## src/design/lbpm_pkg.sv

```systemverilog
// Shared types, constants and register indexes of the light bar pair matcher.
`default_nettype none
package lbpm_pkg;

    localparam int MAX_LIGHTS = 32;
    localparam int MAX_PAIRS  = 64;
    localparam int COORD_BITS = 16;
    localparam int IDX_W      = $clog2(MAX_LIGHTS);
    localparam int CNT_W      = IDX_W + 1;
    localparam int PAIR_W     = $clog2(MAX_PAIRS);
    localparam int PCNT_W     = PAIR_W + 1;
    localparam int S_DATA_W   = 136;
    localparam int M_DATA_W   = 16;

    // configuration register indexes
    localparam logic [2:0] CFG_TARGET_COLOR = 3'd0;
    localparam logic [2:0] CFG_MIN_RATIO    = 3'd1;
    localparam logic [2:0] CFG_MIN_SMALL    = 3'd2;
    localparam logic [2:0] CFG_MAX_SMALL    = 3'd3;
    localparam logic [2:0] CFG_MIN_LARGE    = 3'd4;
    localparam logic [2:0] CFG_MAX_LARGE    = 3'd5;
    localparam logic [2:0] CFG_MAX_TILT     = 3'd6;

    // distance threshold selectors
    localparam logic [1:0] THR_MIN_SMALL = 2'd0;
    localparam logic [1:0] THR_MAX_SMALL = 2'd1;
    localparam logic [1:0] THR_MIN_LARGE = 2'd2;
    localparam logic [1:0] THR_MAX_LARGE = 2'd3;

    typedef logic [COORD_BITS-1:0] coord_t;

    typedef struct packed {
        coord_t      top_x;
        coord_t      top_y;
        coord_t      bottom_x;
        coord_t      bottom_y;
        coord_t      mid_x;
        coord_t      mid_y;
        coord_t      bar_length;
        coord_t      bar_width;
        logic [1:0]  bar_color;
    } light_t;

    typedef struct packed {
        logic        target_color;
        logic [7:0]  min_length_ratio;
        logic [11:0] min_small_distance;
        logic [11:0] max_small_distance;
        logic [11:0] min_large_distance;
        logic [11:0] max_large_distance;
        logic [15:0] max_tilt_tangent;
    } cfg_t;

    typedef struct packed {
        logic done;
        logic ok;
        logic is_large;
    } metric_res_t;

    typedef enum logic [2:0] {
        M_IDLE, M_DIFF, M_SQ, M_THR_A, M_THR_SQ, M_THR_CMP, M_DONE
    } metric_state_t;

    typedef enum logic [3:0] {
        S_LOAD, S_RD_I, S_LAT_I, S_RD_J, S_LAT_J, S_METRIC,
        S_CK_RD, S_CK_CHK, S_E_RD, S_E_LD
    } scan_state_t;

endpackage
`default_nettype wire

```

## src/design/lbpm_cfg.sv

```systemverilog
// Configuration register file of the pair matcher.
`default_nettype none
module lbpm_cfg
    import lbpm_pkg::*;
(
    input  wire logic        aclk,
    input  wire logic        aresetn,
    input  wire logic        cfg_we,
    input  wire logic [2:0]  cfg_addr,
    input  wire logic [15:0] cfg_wdata,
    output cfg_t             cfg
);

    cfg_t cfg_reg;

    // register writes, reset to default limits
    always_ff @(posedge aclk) begin
        if (!aresetn) begin
            cfg_reg.target_color       <= 1'b0;
            cfg_reg.min_length_ratio   <= 8'd179;
            cfg_reg.min_small_distance <= 12'd205;
            cfg_reg.max_small_distance <= 12'd819;
            cfg_reg.min_large_distance <= 12'd819;
            cfg_reg.max_large_distance <= 12'd1408;
            cfg_reg.max_tilt_tangent   <= 16'd179;
        end else if (cfg_we) begin
            unique case (cfg_addr)
                CFG_TARGET_COLOR: cfg_reg.target_color       <= cfg_wdata[0];
                CFG_MIN_RATIO:    cfg_reg.min_length_ratio   <= cfg_wdata[7:0];
                CFG_MIN_SMALL:    cfg_reg.min_small_distance <= cfg_wdata[11:0];
                CFG_MAX_SMALL:    cfg_reg.max_small_distance <= cfg_wdata[11:0];
                CFG_MIN_LARGE:    cfg_reg.min_large_distance <= cfg_wdata[11:0];
                CFG_MAX_LARGE:    cfg_reg.max_large_distance <= cfg_wdata[11:0];
                CFG_MAX_TILT:     cfg_reg.max_tilt_tangent   <= cfg_wdata;
                default: ;
            endcase
        end
    end

    assign cfg = cfg_reg;

endmodule
`default_nettype wire

```

## config.mk

```make
export PLATFORM = sky130hd
export DESIGN_NAME = lbpm_cfg
export DESIGN_NICKNAME = d
export VERILOG_FILES = /design/src/design/lbpm_pkg.sv /design/src/design/lbpm_cfg.sv
export SDC_FILE = /design/constraint.sdc
export NUM_CORES = 1
export LEC_CHECK = 0
export BUFFER_PORTS_ARGS = -buffer_cell sky130_fd_sc_hd__buf_4
export CAP_MARGIN = 20
export CELL_PAD_IN_SITES_DETAIL_PLACEMENT = 1
export CELL_PAD_IN_SITES_GLOBAL_PLACEMENT = 2
export CORE_ASPECT_RATIO = 0.5
export CORE_MARGIN = 2
export CORE_UTILIZATION = 34
export CTS_BUF_LIST = sky130_fd_sc_hd__clkbuf_8
export DETAILED_ROUTE_END_ITERATION = 10
export PLACE_DENSITY = 0.86
export SYNTH_ARGS = -nofsm -noshare
export SYNTH_HDL_FRONTEND = slang
export SYNTH_SLANG_ARGS = --single-unit
```

## constraint.sdc

```tcl
create_clock -name aclk -period 2.44 [get_ports aclk]
set_input_delay 0.488 -clock aclk [delete_from_list [all_inputs] [get_ports aclk]]
set_output_delay 0.488 -clock aclk [all_outputs]
set_load 0.03 [all_outputs]
```

==> results of run 1 <==
worst max-delay path by stage:
| stage | start | endpoint | slack (ns) | cells after the start |
|---|---|---|---|---|
| floorplan | cfg_addr[2] | cfg[42] | 1.13 | 5 |
| global placement | cfg_addr[2] | cfg[57] | 0.80 | 3 |
| global route | cfg[68] | cfg[68] | 1.0 | 1 |
| finish | cfg[4] | cfg[4] | 1.05 | 1 |
| detailed placement | cfg_addr[2] | cfg[62] | 0.76 | 3 |
| CTS | cfg[4] | cfg[4] | 1.03 | 1 |
cells in the final DEF (no fill, tap or decap):
cell type  instances
and2b_1            3
and4b_1            2
and4bb_1           1
buf_4            100
bufinv_16          3
clkbuf_8          10
clkinv_2           3
dfxtp_1           73
mux2i_1           73
nand2_1           59
nand4b_1           1
nand4b_2           1
nand4bb_1          2
nand4bb_4          1
nor2b_1           38
nor4b_1            1
metrics by stage:
step | setup WS (ns) | hold slack [ns]
floorplan | 1.13 | 0.583
global placement | 0.801 | 0.448
detailed placement | 0.760 | 0.458
CTS | 1.03 | 0.384
global route | 0.998 | 0.383
finish | 1.05 | 0.394
cell families after synthesis:
logic type | count (synthesis) | synth area share, %
multiplexers | 73 | 24.9
buffers and inverters | 22 | 4.91
flip-flops | 73 | 49.8
AND/OR/NAND/NOR | 109 | 20.3
power by group through the flow:
stage                     registers [mW]  logic [mW]  clock network (mW)
after floorplan                     1.31       0.107                   0
after global placement              1.26       0.248                   0
after detailed placement            1.26       0.253                   0
after CTS                           1.23       0.254                1.18
after global routing                1.24       0.269                1.24
final                               1.23       0.251                1.16
cell type report:
type / count / area share (%)
tap: 112 / 3.57
clock buffer: 10 / 3.51
sequential: 73 / 37.3
multi-input combinational: 182 / 33.8
clock inverter: 6 / 2.68
timing repair buffer: 100 / 19.1
per-layer routing:
| layer | up-vias | track usage, % | part of all wire, % |
|---|---|---|---|
| li1 | 1091 | - | - |
| met3 | 11 | 5.26 | 4.5 |
| met2 | 47 | 28.5 | 48 |
| met4 | 0 | 4.51 | 0.99 |
| met5 | - | 0 | 0 |
| met1 | 1056 | 22.0 | 46 |
==> results_dict.tcl, run 1 <==
set metrics [dict create \
    status "completed" \
    seqPwrFrac_pct 46.7 \
    syn-cell-area_sq_mm 0.00293 \
    clkTransAtPathRegs_ns 0.08 \
    grt_pass1_vias 2328 \
    worst_slew_pin_slew_ns 0.649 \
    finalPower_mw 2.64 \
    place_area_sq_mm 0.00368 \
    crit_path_max_incr_delay_ns 0.38 \
    drive_gt1_share_pct 31.8 \
    drt_iter0_drc 56 \
    rr_endpoint "cfg[54]" \
    cts_sinks 73 \
    powerDensity_mw_per_mm2 673 \
    vias_per_cell 4.57 \
    async_flop_share_pct 0 \
    die-area_sq_mm 0.00943 \
    hold_class "input port to flip-flop" \
    synth_nets 299 \
    clockBufferDepth 2 \
    dieHeight_um 69.7 \
    power_switching_uw 619 \
    cts.repair.resized 0 \
    slew_headroom_pct 56.5 \
    drt-total-wl_mm 7.80 \
    p_leak_nw 1.89 \
    crit_buf_inv 1 \
    worstHoldStart "cfg_wdata[13]" \
    rr_worst_depth 2 \
    drv_cap 0 \
    ir_worst_vdd_mv 0.295 \
    synth_edf_count 0 \
    io_pins 95 \
    root_buffer "clkbuf_8" \
    ys.flop_type "dfxtp_1" \
    core_area_sq_mm 0.00817 \
    antenna_left 0 \
    yosys_register_bits 73 \
    cts_tree "built" \
    multiInputGateArea_sq_mm 0.00133 \
    n_antenna_cell 0 \
    path_max_fanout 2 \
    report.final.slew_viol_count 0 \
    vias 2205 \
    switching_share_pct 23.4 \
    ys_top_cells_by_area "dfxtp_1, mux2i_1, nor2b_1" \
    start_util_pct 35.9 \
    clock_power_share_pct 43.8 \
    largest_register_ff_count 73 \
    regArea_sq_mm 0.00146 \
    crit_family "flip-flops" \
    arrival_ns 0.90 \
    grt_max_degree 73 \
    port_buffers 94 \
    cts.htree.levels 3 \
    hpwl_mm 5.72 \
    finish.utilization_pct 48.0 \
    finalSetupTns_ns 0 \
    clock_latency_ns 0.35 \
    yosysSeqAreaShare_pct 49.8 \
    die_w_um 135 \
    grt_util_all_layers_pct 17.3 \
    area_growth_pct 33.7 \
    worstHoldPathCells 3 \
    synth.yosys.warnings 0 \
    crit_chain "buf_4" \
    stdcell_area_sq_mm 0.00392 \
    synth_top_area_share_pct 49.8 \
    synth_cells 277 \
    yosysTopAreaCell "dfxtp_1" \
    cp-start-kind "flip-flop" \
    cts_hold_buf 0 \
    timing.fmax_mhz 720 \
    period_minus_slack_ns 1.39 \
    r2r_setup_slack_ns 1.74 \
    syn_area_per_cell_sq_um 10.6 \
    finalNetCount 388 \
    ys_types 17 \
    firstDrtPassIters 4 \
    rr_startpoint "cfg[54]" \
    fillCellCount 927 \
    hold_end "cfg[13]" \
    timing.final.crit_share_pct 56.9 \
    finalClockSkew_ns 0 \
    grt_overflow_total 0 \
    antenna_found_initial 0 \
    worstPathRequired_ns 1.95 \
    cts_buffers 9 \
    post_cts_buffers 0 \
    drcViolationCount 0 \
    cp_slowest_cell "dfxtp_1" \
    gp_congestion 0.756 \
    wl_per_cell_um 16.1 \
    grt_first_pass_wirelength_mm 12.5 \
    worstSetupEndpointType "output port" \
    synth_commonest_cells "dfxtp_1, mux2i_1, nand2_1, nor2b_1, clkbuf_1" \
    place_inst 467 \
    combPwrFrac_pct 9.5 \
    rows 23 \
    layout.cells.non_filler 483 \
    path_class "flip-flop to output port" \
    rsz0062_at_grt "false" \
    setup_viol 0 \
    intPower_mw 2.02 \
    hold_viol 0 \
]
Power figures use the tool's default switching activity.
==> run 2: changes to the inputs <==
CORE_UTILIZATION = 29   (was 34)
PLACE_DENSITY = 0.78   (was 0.86)
clock period = 1.2 ns   (was 2.44 ns; I/O delays follow)
==> run 2 against run 1 <==
Net effect: routed wire length rose by 1.8%; die area increased by 16%; global-route usage fell by 2.2 points; sequential power is 100% higher; first-iteration DRC count rose by 11%; sequential cell count is the same; final area increased by 2.1%; non-clock buffer count increased by 10; hold slack lost 0.25 ns; via count is 1.1% higher.
==> results_dict.tcl, run 2 (synthesized netlist as in run 1, its figures left out) <==
set metrics [dict create \
    drive_gt1_share_pct 33.9 \
    worstPathRequired_ns 0.96 \
    gp_congestion 0.817 \
    stdcell_area_sq_mm 0.00401 \
    vias_per_cell 4.32 \
    hold_class "input port to flip-flop" \
    hold_viol 0 \
    die_w_um 146 \
    drt-total-wl_mm 7.94 \
    layout_common_cells "buf_4, mux2i_1, dfxtp_1" \
    n_antenna_cell 0 \
    cp-start-kind "flip-flop" \
    die-area_sq_mm 0.0110 \
    holdWs_ns 0.145 \
    timing.final.crit_share_pct 94.4 \
    timing.fmax_mhz 883 \
    core_area_sq_mm 0.00963 \
    layout_commonest_cell "buf_4" \
    hpwl_mm 6.07 \
    clock_power_share_pct 38.7 \
    finalClockSkew_ns 0 \
    area_growth_pct 36.6 \
    largest_register_ff_count 73 \
    worst_slew_pin_slew_ns 0.372 \
    multiInputGateArea_sq_mm 0.00133 \
    crit_buf_inv 1 \
    grt_first_pass_wirelength_mm 12.6 \
    firstDrtPassIters 4 \
    fillCellCount 1127 \
    drt_iter0_drc 62 \
    combPwrFrac_pct 10.8 \
    cts_sinks 73 \
    status "completed" \
    vias 2230 \
    place_area_sq_mm 0.00381 \
    grt_pass1_vias 2385 \
    rows 25 \
    crit_family "flip-flops" \
    dieHeight_um 75.1 \
    seqPwrFrac_pct 50.5 \
    finalNetCount 398 \
    layout.cells.non_filler 516 \
    clkTransAtPathRegs_ns 0.07 \
    grt_util_all_layers_pct 15.0 \
    rsz0062_at_grt "false" \
    root_buffer "clkbuf_8" \
    wl_per_cell_um 15.4 \
    cts_buffers 9 \
    arrival_ns 0.89 \
    io_pins 95 \
    ir_worst_vdd_mv 0.475 \
    powerDensity_mw_per_mm2 1240 \
    power_switching_mw 1.25 \
    drv_cap 0 \
    cts.htree.levels 3 \
    antenna_left 0 \
    path_max_fanout 2 \
    port_buffers 94 \
    report.final.slew_viol_count 0 \
    start_util_pct 30.4 \
    setup_viol 0 \
    cts_hold_buf 0 \
    drcViolationCount 0 \
    period_minus_slack_ns 1.13 \
    intPower_mw 3.71 \
    slew_headroom_pct 75.2 \
    switching_share_pct 25.3 \
    crit_chain "buf_4" \
    post_cts_buffers 0 \
    clockBufferDepth 2 \
    worstSetupEndpointType "output port" \
    grt_overflow_total 0 \
    p_leak_nw 1.92 \
    cts_tree "built" \
    path_class "flip-flop to output port" \
    finalPower_mw 4.96 \
    place_inst 500 \
    cp_slowest_cell "dfxtp_1" \
    crit_path_max_incr_delay_ns 0.37 \
    antenna_found_initial 0 \
    regArea_sq_mm 0.00146 \
    clock_latency_ns 0.34 \
    grt_max_degree 33 \
]
-- run 2: changes by cell type in the layout (fill, tap and decap cells not counted), sizes merged --
cell      change
clkinvlp      +1
buf          +10
clkinv        +1
bufinv        -2
-- run 2: cell type report --
class	instances	share of cell area (%)
sequential	73	36.5
multi-input combinational	182	33.1
timing repair buffer	110	21.2
tap	135	4.22
clock buffer	10	3.44
clock inverter	6	1.44
-- run 2: power by group through the flow --
stage | Sequential [mW] | Combinational [mW] | Clock, mW
4_1_cts | 2.51 | 0.542 | 2.00
3_5_place_dp | 2.57 | 0.540 | 0
6_report | 2.51 | 0.535 | 1.92
2_1_floorplan | 2.66 | 0.217 | 0
3_3_place_gp | 2.56 | 0.529 | 0
5_1_grt | 2.51 | 0.577 | 2.09
-- run 2: path summary, 6_finish.rpt --
path / start / to / slack, ns / depth (start not counted)
min reg2reg: cfg[6] / cfg[6] / 0.46 / 2
min: cfg_wdata[14] / cfg[14] / 0.15 / 3
max: cfg[66] / cfg[66] / 0.07 / 1
max reg2reg: cfg[66] / cfg[66] / 0.54 / 2
-- run 2: stage by stage --
step / worst slack [ns] / TNS [ns] / util [%]
floorplan: 0.134 / 0 / -
global placement: -0.00604 / -0.0166 / 39.5
detailed placement: 0.000219 / 0 / 39.5
CTS: 0.00847 / 0 / 41.6
global route: 0.0144 / 0 / 41.6
finish: 0.0677 / 0 / 41.6
-- run 2: per-layer routing --
layer | global-route usage [%] | part of all wire (%) | wire length, um | vias to the layer above
met5 | 0 | 0 | 0 | -
met4 | 5.18 | 0.82 | 65 | 0
li1 | - | - | - | 1108
met3 | 4.61 | 4.3 | 345 | 6
met1 | 17.9 | 45 | 3590 | 1070
met2 | 26.6 | 50 | 3940 | 46
-- run 2: repair_timing --
item,in CTS,in global routing
endpoints found under the hold margin,0,0
gates resized for setup,0,1
setup endpoints to repair,0,1
