## src/design/lbpm_pkg.sv

```systemverilog
// Shared types, constants and register indexes of the light bar pair matcher.
`default_nettype none
package lbpm_pkg;

    localparam int MAX_LIGHTS = 32;
    localparam int MAX_PAIRS  = 64;
    localparam int COORD_BITS = 16;
    localparam int IDX_W      = $clog2(MAX_LIGHTS);
    localparam int CNT_W      = IDX_W + 1;
    localparam int PAIR_W     = $clog2(MAX_PAIRS);
    localparam int PCNT_W     = PAIR_W + 1;
    localparam int S_DATA_W   = 136;
    localparam int M_DATA_W   = 16;

    // configuration register indexes
    localparam logic [2:0] CFG_TARGET_COLOR = 3'd0;
    localparam logic [2:0] CFG_MIN_RATIO    = 3'd1;
    localparam logic [2:0] CFG_MIN_SMALL    = 3'd2;
    localparam logic [2:0] CFG_MAX_SMALL    = 3'd3;
    localparam logic [2:0] CFG_MIN_LARGE    = 3'd4;
    localparam logic [2:0] CFG_MAX_LARGE    = 3'd5;
    localparam logic [2:0] CFG_MAX_TILT     = 3'd6;

    // distance threshold selectors
    localparam logic [1:0] THR_MIN_SMALL = 2'd0;
    localparam logic [1:0] THR_MAX_SMALL = 2'd1;
    localparam logic [1:0] THR_MIN_LARGE = 2'd2;
    localparam logic [1:0] THR_MAX_LARGE = 2'd3;

    typedef logic [COORD_BITS-1:0] coord_t;

    typedef struct packed {
        coord_t      top_x;
        coord_t      top_y;
        coord_t      bottom_x;
        coord_t      bottom_y;
        coord_t      mid_x;
        coord_t      mid_y;
        coord_t      bar_length;
        coord_t      bar_width;
        logic [1:0]  bar_color;
    } light_t;

    typedef struct packed {
        logic        target_color;
        logic [7:0]  min_length_ratio;
        logic [11:0] min_small_distance;
        logic [11:0] max_small_distance;
        logic [11:0] min_large_distance;
        logic [11:0] max_large_distance;
        logic [15:0] max_tilt_tangent;
    } cfg_t;

    typedef struct packed {
        logic done;
        logic ok;
        logic is_large;
    } metric_res_t;

    typedef enum logic [2:0] {
        M_IDLE, M_DIFF, M_SQ, M_THR_A, M_THR_SQ, M_THR_CMP, M_DONE
    } metric_state_t;

    typedef enum logic [3:0] {
        S_LOAD, S_RD_I, S_LAT_I, S_RD_J, S_LAT_J, S_METRIC,
        S_CK_RD, S_CK_CHK, S_E_RD, S_E_LD
    } scan_state_t;

endpackage
`default_nettype wire

```

## src/design/lbpm_metric.sv

```systemverilog
// Pair geometry unit: length ratio, tilt and distance class, stepped by a state sequencer.
`default_nettype none
module lbpm_metric
    import lbpm_pkg::*;
(
    input  wire logic   aclk,
    input  wire logic   aresetn,
    input  wire logic   start,
    input  wire light_t li,
    input  wire light_t lj,
    input  wire cfg_t   cfg,
    output metric_res_t res
);

    metric_state_t state_reg, state_next;
    logic [1:0]  thr_reg, thr_next;
    logic [15:0] dx_reg, dy_reg, sh_reg, lg_reg;
    logic [16:0] lsum_reg;
    logic [31:0] dx2_reg, dy2_reg;
    logic        len_pass_reg, tilt_ok_reg;
    logic [50:0] bq_reg;
    logic [28:0] a_reg;
    logic [57:0] sq_reg;
    logic [3:0]  le_reg;
    logic        lt_minl_reg;
    logic [11:0] thr_val;
    logic [32:0] d2;

    // threshold selection
    always_comb begin
        unique case (thr_reg)
            THR_MIN_SMALL: thr_val = cfg.min_small_distance;
            THR_MAX_SMALL: thr_val = cfg.max_small_distance;
            THR_MIN_LARGE: thr_val = cfg.min_large_distance;
            THR_MAX_LARGE: thr_val = cfg.max_large_distance;
            default:       thr_val = cfg.min_small_distance;
        endcase
    end

    assign d2 = {1'b0, dx2_reg} + {1'b0, dy2_reg};

    // sequencer
    always_comb begin
        state_next = state_reg;
        thr_next   = thr_reg;
        unique case (state_reg)
            M_IDLE:    if (start) state_next = M_DIFF;
            M_DIFF:    state_next = M_SQ;
            M_SQ:      begin
                state_next = M_THR_A;
                thr_next   = THR_MIN_SMALL;
            end
            M_THR_A:   state_next = M_THR_SQ;
            M_THR_SQ:  state_next = M_THR_CMP;
            M_THR_CMP: begin
                thr_next = thr_reg + 2'd1;
                state_next = (thr_reg == THR_MAX_LARGE) ? M_DONE : M_THR_A;
            end
            M_DONE:    state_next = M_IDLE;
            default:   state_next = M_IDLE;
        endcase
    end

    always_ff @(posedge aclk) begin
        if (!aresetn) begin
            state_reg <= M_IDLE;
            thr_reg   <= THR_MIN_SMALL;
        end else begin
            state_reg <= state_next;
            thr_reg   <= thr_next;
        end
    end

    // datapath, the products of each state registered in that state
    always_ff @(posedge aclk) begin
        unique case (state_reg)
            M_DIFF: begin
                dx_reg   <= (li.mid_x > lj.mid_x) ? li.mid_x - lj.mid_x : lj.mid_x - li.mid_x;
                dy_reg   <= (li.mid_y > lj.mid_y) ? li.mid_y - lj.mid_y : lj.mid_y - li.mid_y;
                sh_reg   <= (li.bar_length < lj.bar_length) ? li.bar_length : lj.bar_length;
                lg_reg   <= (li.bar_length < lj.bar_length) ? lj.bar_length : li.bar_length;
                lsum_reg <= {1'b0, li.bar_length} + {1'b0, lj.bar_length};
            end
            M_SQ: begin
                dx2_reg      <= dx_reg * dx_reg;
                dy2_reg      <= dy_reg * dy_reg;
                len_pass_reg <= {sh_reg, 8'd0} > (cfg.min_length_ratio * lg_reg);
                tilt_ok_reg  <= {8'd0, dy_reg, 8'd0} < (cfg.max_tilt_tangent * dx_reg);
            end
            M_THR_A: begin
                bq_reg <= {d2, 18'd0};
                a_reg  <= thr_val * lsum_reg;
            end
            M_THR_SQ: sq_reg <= a_reg * a_reg;
            M_THR_CMP: begin
                le_reg[thr_reg] <= sq_reg <= {7'd0, bq_reg};
                if (thr_reg == THR_MIN_LARGE) lt_minl_reg <= sq_reg < {7'd0, bq_reg};
            end
            default: ;
        endcase
    end

    // verdict: min <= d < max for either class
    assign res.done     = (state_reg == M_DONE);
    assign res.ok       = len_pass_reg && tilt_ok_reg &&
                          ((le_reg[THR_MIN_SMALL] && !le_reg[THR_MAX_SMALL]) ||
                           (le_reg[THR_MIN_LARGE] && !le_reg[THR_MAX_LARGE]));
    assign res.is_large = lt_minl_reg;

endmodule
`default_nettype wire

```

## config.mk

```make
export PLATFORM = sky130hd
export DESIGN_NAME = lbpm_metric
export DESIGN_NICKNAME = d
export VERILOG_FILES = /design/src/design/lbpm_pkg.sv /design/src/design/lbpm_metric.sv
export SDC_FILE = /design/constraint.sdc
export NUM_CORES = 2
export LEC_CHECK = 0
export BUFFER_PORTS_ARGS = -buffer_cell sky130_fd_sc_hd__buf_2
export CAP_MARGIN = 10
export CORE_ASPECT_RATIO = 2
export CORE_MARGIN = 5
export CORE_UTILIZATION = 65
export CTS_CLUSTER_DIAMETER = 50
export DETAILED_ROUTE_END_ITERATION = 16
export PLACE_DENSITY = 0.86
export SYNTH_ARGS = -nofsm -noshare
export SYNTH_HDL_FRONTEND = slang
export SYNTH_SLANG_ARGS = --single-unit
```

## constraint.sdc

```tcl
create_clock -name aclk -period 10 [get_ports aclk]
set_input_delay 0.5 -clock aclk [delete_from_list [all_inputs] [get_ports aclk]]
set_output_delay 0.5 -clock aclk [all_outputs]
set_load 0.05 [all_outputs]
```

==> tab_implementation.tex <==
\begin{tabular}{lr}
\hline
Metric & Value \\
\hline
\multicolumn{2}{l}{\textbf{Final layout}} \\
\quad Relative area change from synthesis to final layout & 4.86\% \\
\quad Fill cell instance count of the final layout & 8166 \\
\quad Final-stage net count & 10380 \\
\quad Layout cell share with drive strength beyond 1 & 0.0489 \\
\quad Sequential cell area in the final layout & 8180 sq um \\
\quad Area of combinational cells with multiple inputs & 56600 sq um \\
\quad Number of flip-flops in the largest register & 57 \\
\multicolumn{2}{l}{\textbf{Synthesis}} \\
\quad Synth unique cells & 91 \\
\quad Most numerous cell in the Yosys netlist & sky130\_fd\_sc\_hd\_\_inv\_1 \\
\quad Syn Nets & 10338 \\
\quad Number of warnings reported in the yosys synthesis log & 0 \\
\quad Netlist area before placement & 73000 sq um \\
\quad Most used DFF post-synth & sky130\_fd\_sc\_hd\_\_edfxtp\_1 \\
\quad Synthesized instance count & 7725 \\
\quad Count of flip-flops with a built-in enable after synthesis & 269 \\
\quad Share of flip-flops with an asynchronous set or reset after synthesis & 0 \\
\quad Synthesized area divided by synthesized cell count & 9.44 sq um \\
\quad FF+latch count, synth & 274 \\
\quad Post-synth top area cell & sky130\_fd\_sc\_hd\_\_fa\_1 \\
\quad Top cells by count, synth & 1954 x sky130\_fd\_sc\_hd\_\_inv\_1, 1413 x sky130\_fd\_sc\_hd\_\_fa\_1, 864 x sky130\_fd\_sc\_hd\_\_ha\_1, 754 x sky130\_fd\_sc\_hd\_\_nand2\_1, 532 x sky130\_fd\_sc\_hd\_\_and2\_1 \\
\quad Proportion of netlist area held by the largest area contributor & 0.388 \\
\quad Sequential fraction of the synthesis area & 0.112 \\
\quad Main area contributors after synthesis & sky130\_fd\_sc\_hd\_\_fa\_1 39\%, sky130\_fd\_sc\_hd\_\_ha\_1 15\%, sky130\_fd\_sc\_hd\_\_edfxtp\_1 11\% \\
\multicolumn{2}{l}{\textbf{Die}} \\
\quad IO Pins & 339 \\
\quad Number of rows in the core area & 174 \\
\quad Width of the chip & 247 microns \\
\quad Die height & 484 microns \\
\quad CORE AREA & 112000 sq um \\
\quad DIE AREA & 119000 sq um \\
\quad Effective utilization at floorplan & 0.652 \\
\multicolumn{2}{l}{\textbf{Clock network}} \\
\quad Clock tree from TritonCTS & done \\
\quad Largest buffer count on any clock path & 3 \\
\quad Skew-Pair Late Insertion Delay & 0.58 ns \\
\quad Post-CTS Setup Repair Bufs & 0 \\
\quad Total clock buffers created by CTS & 34 \\
\quad Clk sink count & 274 \\
\quad Clk pin slew, worst setup/hold paths & 0.06 ns \\
\quad Post-CTS sizing & 0 \\
\quad Depth of the CTS H-tree & 2 \\
\quad CTS Root Buffer Type & sky130\_fd\_sc\_hd\_\_clkbuf\_16 \\
\quad Post-CTS Hold Buffers & 0 \\
\multicolumn{2}{l}{\textbf{Global routing}} \\
\quad Initial antenna violation count & 1 \\
\quad GRT Util Overall & 0.286 \\
\quad Total congestion overflow after global routing & 0 \\
\quad Via count of the first global-routing pass & 58663 \\
\quad Largest net degree at the start of global routing & 65 \\
\quad Wire length of the first global-routing pass & 280000 microns \\
\multicolumn{2}{l}{\textbf{Routing}} \\
\quad Wirelength, routed & 166000 microns \\
\quad Initial DRT Pass Iterations & 9 \\
\quad Post-detailed-route count of antenna-violating nets & 0 \\
\quad Via count normalized by instance count & 5.70 \\
\quad Count of routing violations after the opening detailed-route iteration & 3648 \\
\quad Drt drc & 0 \\
\quad Total via count after detailed routing & 52967 \\
\quad Average wire per cell in the routed design & 17.9 microns \\
\multicolumn{2}{l}{\textbf{Setup path}} \\
\quad Dominant cell type by count on the critical path & sky130\_fd\_sc\_hd\_\_fa\_1 \\
\quad Startpoint class of the critical path & flip-flop \\
\quad End of the critical path & sq\_reg[50] \\
\quad CP Launch Point & a\_reg[14] \\
\quad Destination of the worst register-to-register timing path & sq\_reg[50] \\
\quad Register-to-Register Path Depth & 25 \\
\quad Maximum net fanout on the critical path & 17 \\
\quad Worst setup path category & reg -> reg \\
\quad Dominant delay contributor by cell family on the critical path & adder cells \\
\quad Instance count on the critical path & 25 \\
\quad Worst path buffer plus inverter count & 5 \\
\quad RR Startpoint & a\_reg[14] \\
\quad Reg2Reg Setup Slack & 1.30 ns \\
\quad Max stage delay on crit path & 1.03 ns \\
\quad Type of destination of the critical path & flip-flop \\
\quad Required arrival time at the worst endpoint & 10.30 ns \\
\quad Data arrival time of the critical path & 9.00 ns \\
\quad Crit path max-delay cell type & sky130\_fd\_sc\_hd\_\_edfxtp\_1 \\
\multicolumn{2}{l}{\textbf{STA}} \\
\quad Setup\_tns & 0 ns \\
\quad Number of setup violations in the final report & 0 \\
\quad Fin. Hold Viols & 0 \\
\quad Tmin final & 8.70 ns \\
\quad Share of the clock period used by the worst path after layout & 0.870 \\
\quad Worst-margin pin slew & 1.13 ns \\
\quad Fmax & 115 MHz \\
\quad RSZ-0062 raised after global routing & no \\
\quad Remaining max-slew budget at the tightest pin & 0.247 \\
\quad Worst Skew & 0.0382 ns \\
\quad Pins Over Slew Limit & 0 \\
\multicolumn{2}{l}{\textbf{Outcome}} \\
\quad Outcome & finished, final reports clean \\
\multicolumn{2}{l}{\textbf{Placement}} \\
\quad Final weighted congestion in routability-driven placement & 0.912 \\
\quad Placed wire-length estimate after detailed placement & 135000 microns \\
\quad Count of input and output buffers & 173 \\
\multicolumn{2}{l}{\textbf{Job}} \\
\quad Maxcap violations & 0 \\
\multicolumn{2}{l}{\textbf{Worst hold path}} \\
\quad Hold path cells & 2 \\
\quad Worst Hold Class & in -> reg \\
\hline
\end{tabular}
[layout by cell type (no fill, tap or decap), types with 7 or more instances in the layout]
master,netlist,layout
sky130_fd_sc_hd__a222oi_1,12,12
sky130_fd_sc_hd__a211o_1,7,7
sky130_fd_sc_hd__nor4_1,11,11
sky130_fd_sc_hd__buf_2,12,173
sky130_fd_sc_hd__fa_1,1413,1413
sky130_fd_sc_hd__a31oi_1,30,30
sky130_fd_sc_hd__mux2i_1,32,27
sky130_fd_sc_hd__nand2_1,754,754
sky130_fd_sc_hd__o31ai_1,11,10
sky130_fd_sc_hd__nor3_1,36,35
sky130_fd_sc_hd__clkinv_1,1,7
sky130_fd_sc_hd__nor2_1,224,223
sky130_fd_sc_hd__o21ai_0,133,133
sky130_fd_sc_hd__o211ai_1,11,11
sky130_fd_sc_hd__inv_1,1954,1954
sky130_fd_sc_hd__edfxtp_1,269,269
sky130_fd_sc_hd__or2_2,16,16
sky130_fd_sc_hd__buf_4,3,67
sky130_fd_sc_hd__o21a_1,42,42
sky130_fd_sc_hd__a21o_1,151,151
sky130_fd_sc_hd__o22ai_1,9,9
sky130_fd_sc_hd__xor2_1,105,105
sky130_fd_sc_hd__a21boi_0,11,11
sky130_fd_sc_hd__a221oi_1,10,10
sky130_fd_sc_hd__ha_1,864,864
sky130_fd_sc_hd__a211oi_1,20,20
sky130_fd_sc_hd__or3_1,13,13
sky130_fd_sc_hd__and2_1,532,531
sky130_fd_sc_hd__and3_1,35,34
sky130_fd_sc_hd__clkbuf_16,0,34
sky130_fd_sc_hd__nand2b_1,45,45
sky130_fd_sc_hd__nor2b_1,59,59
sky130_fd_sc_hd__nand4_1,40,40
sky130_fd_sc_hd__xnor2_1,167,167
sky130_fd_sc_hd__a21oi_1,239,239
sky130_fd_sc_hd__o21bai_1,39,39
sky130_fd_sc_hd__o21ai_1,9,9
sky130_fd_sc_hd__nand3_1,36,36
sky130_fd_sc_hd__mux2_2,38,38
[metal layers]
metal / routed length (microns) / global-route usage / share of wire / up-vias
met5: 0 / 0 / 0 / -
met4: 9560 / 0.139 / 0.057 / 0
met3: 11800 / 0.0406 / 0.071 / 626
met2: 84100 / 0.495 / 0.51 / 2182
met1: 60800 / 0.352 / 0.37 / 26398
li1: - / - / - / 23761
[worst min path at each step]
| stage | startpoint | to | slack [ns] |
|---|---|---|---|
| CTS | aresetn | state_reg[2] | 0.20 |
| finish | aresetn | state_reg[2] | 0.23 |
| detailed placement | dy2_reg[2] | bq_reg[20] | 0.53 |
| global placement | dy2_reg[2] | bq_reg[20] | 0.54 |
| global route | aresetn | state_reg[2] | 0.22 |
| floorplan | dx_reg[0] | dx2_reg[0] | 0.49 |
[worst register-to-register path: stages, from the launching register on]
cell	delay (ns)
sky130_fd_sc_hd__edfxtp_1	1.03
sky130_fd_sc_hd__nand2_1	0.24
sky130_fd_sc_hd__fa_1	0.60
sky130_fd_sc_hd__inv_1	0.05
sky130_fd_sc_hd__fa_1	0.49
sky130_fd_sc_hd__fa_1	0.52
sky130_fd_sc_hd__inv_1	0.05
sky130_fd_sc_hd__fa_1	0.51
sky130_fd_sc_hd__inv_1	0.06
sky130_fd_sc_hd__fa_1	0.49
sky130_fd_sc_hd__fa_1	0.52
sky130_fd_sc_hd__fa_1	0.50
sky130_fd_sc_hd__inv_1	0.06
sky130_fd_sc_hd__fa_1	0.50
sky130_fd_sc_hd__inv_1	0.04
sky130_fd_sc_hd__ha_1	0.37
sky130_fd_sc_hd__nand2_1	0.15
sky130_fd_sc_hd__nor3_1	0.30
sky130_fd_sc_hd__and4_1	0.28
sky130_fd_sc_hd__nand3b_1	0.23
sky130_fd_sc_hd__a21oi_1	0.18
sky130_fd_sc_hd__nor4_1	0.58
sky130_fd_sc_hd__nor2b_1	0.09
sky130_fd_sc_hd__o21ai_0	0.30
sky130_fd_sc_hd__a31oi_1	0.15
sky130_fd_sc_hd__xnor2_1	0.14
[layout make-up]
| cell class | instances | area share |
|---|---|---|
| antenna | 1 | 0.0000327 |
| clock buffer | 39 | 0.0114 |
| clock inverter | 22 | 0.00376 |
| inverter | 1957 | 0.0960 |
| multi-input combinational | 5260 | 0.740 |
| sequential | 274 | 0.107 |
| tap | 1496 | 0.0245 |
| timing repair buffer | 240 | 0.0179 |
[per-stage QoR]
step | hold WS [ns] | setup slack, ns | cell area, sq um | std cells | util
2_1_floorplan | 0.486 | 2.47 | 73000 | 7725 | -
3_3_place_gp | 0.542 | 1.55 | 75300 | 9227 | 0.673
3_5_place_dp | 0.527 | 1.43 | 75300 | 9227 | 0.673
4_1_cts | 0.198 | 1.42 | 76500 | 9288 | 0.684
5_1_grt | 0.219 | 0.903 | 76500 | 9288 | 0.684
6_report | 0.229 | 1.30 | 76500 | 9289 | 0.684
[cell families after synthesis]
group | count (synthesis) | synth area share
buf+inv | 2191 | 0.113
compound gates | 815 | 0.0734
fa+ha+maj | 2277 | 0.536
xor+xnor | 272 | 0.0327
simple gates | 1826 | 0.123
mux | 70 | 0.0103
flops | 274 | 0.112
Power is not shown: default switching activity piles up to over one toggle a cycle in this logic, so the estimate is an artifact.
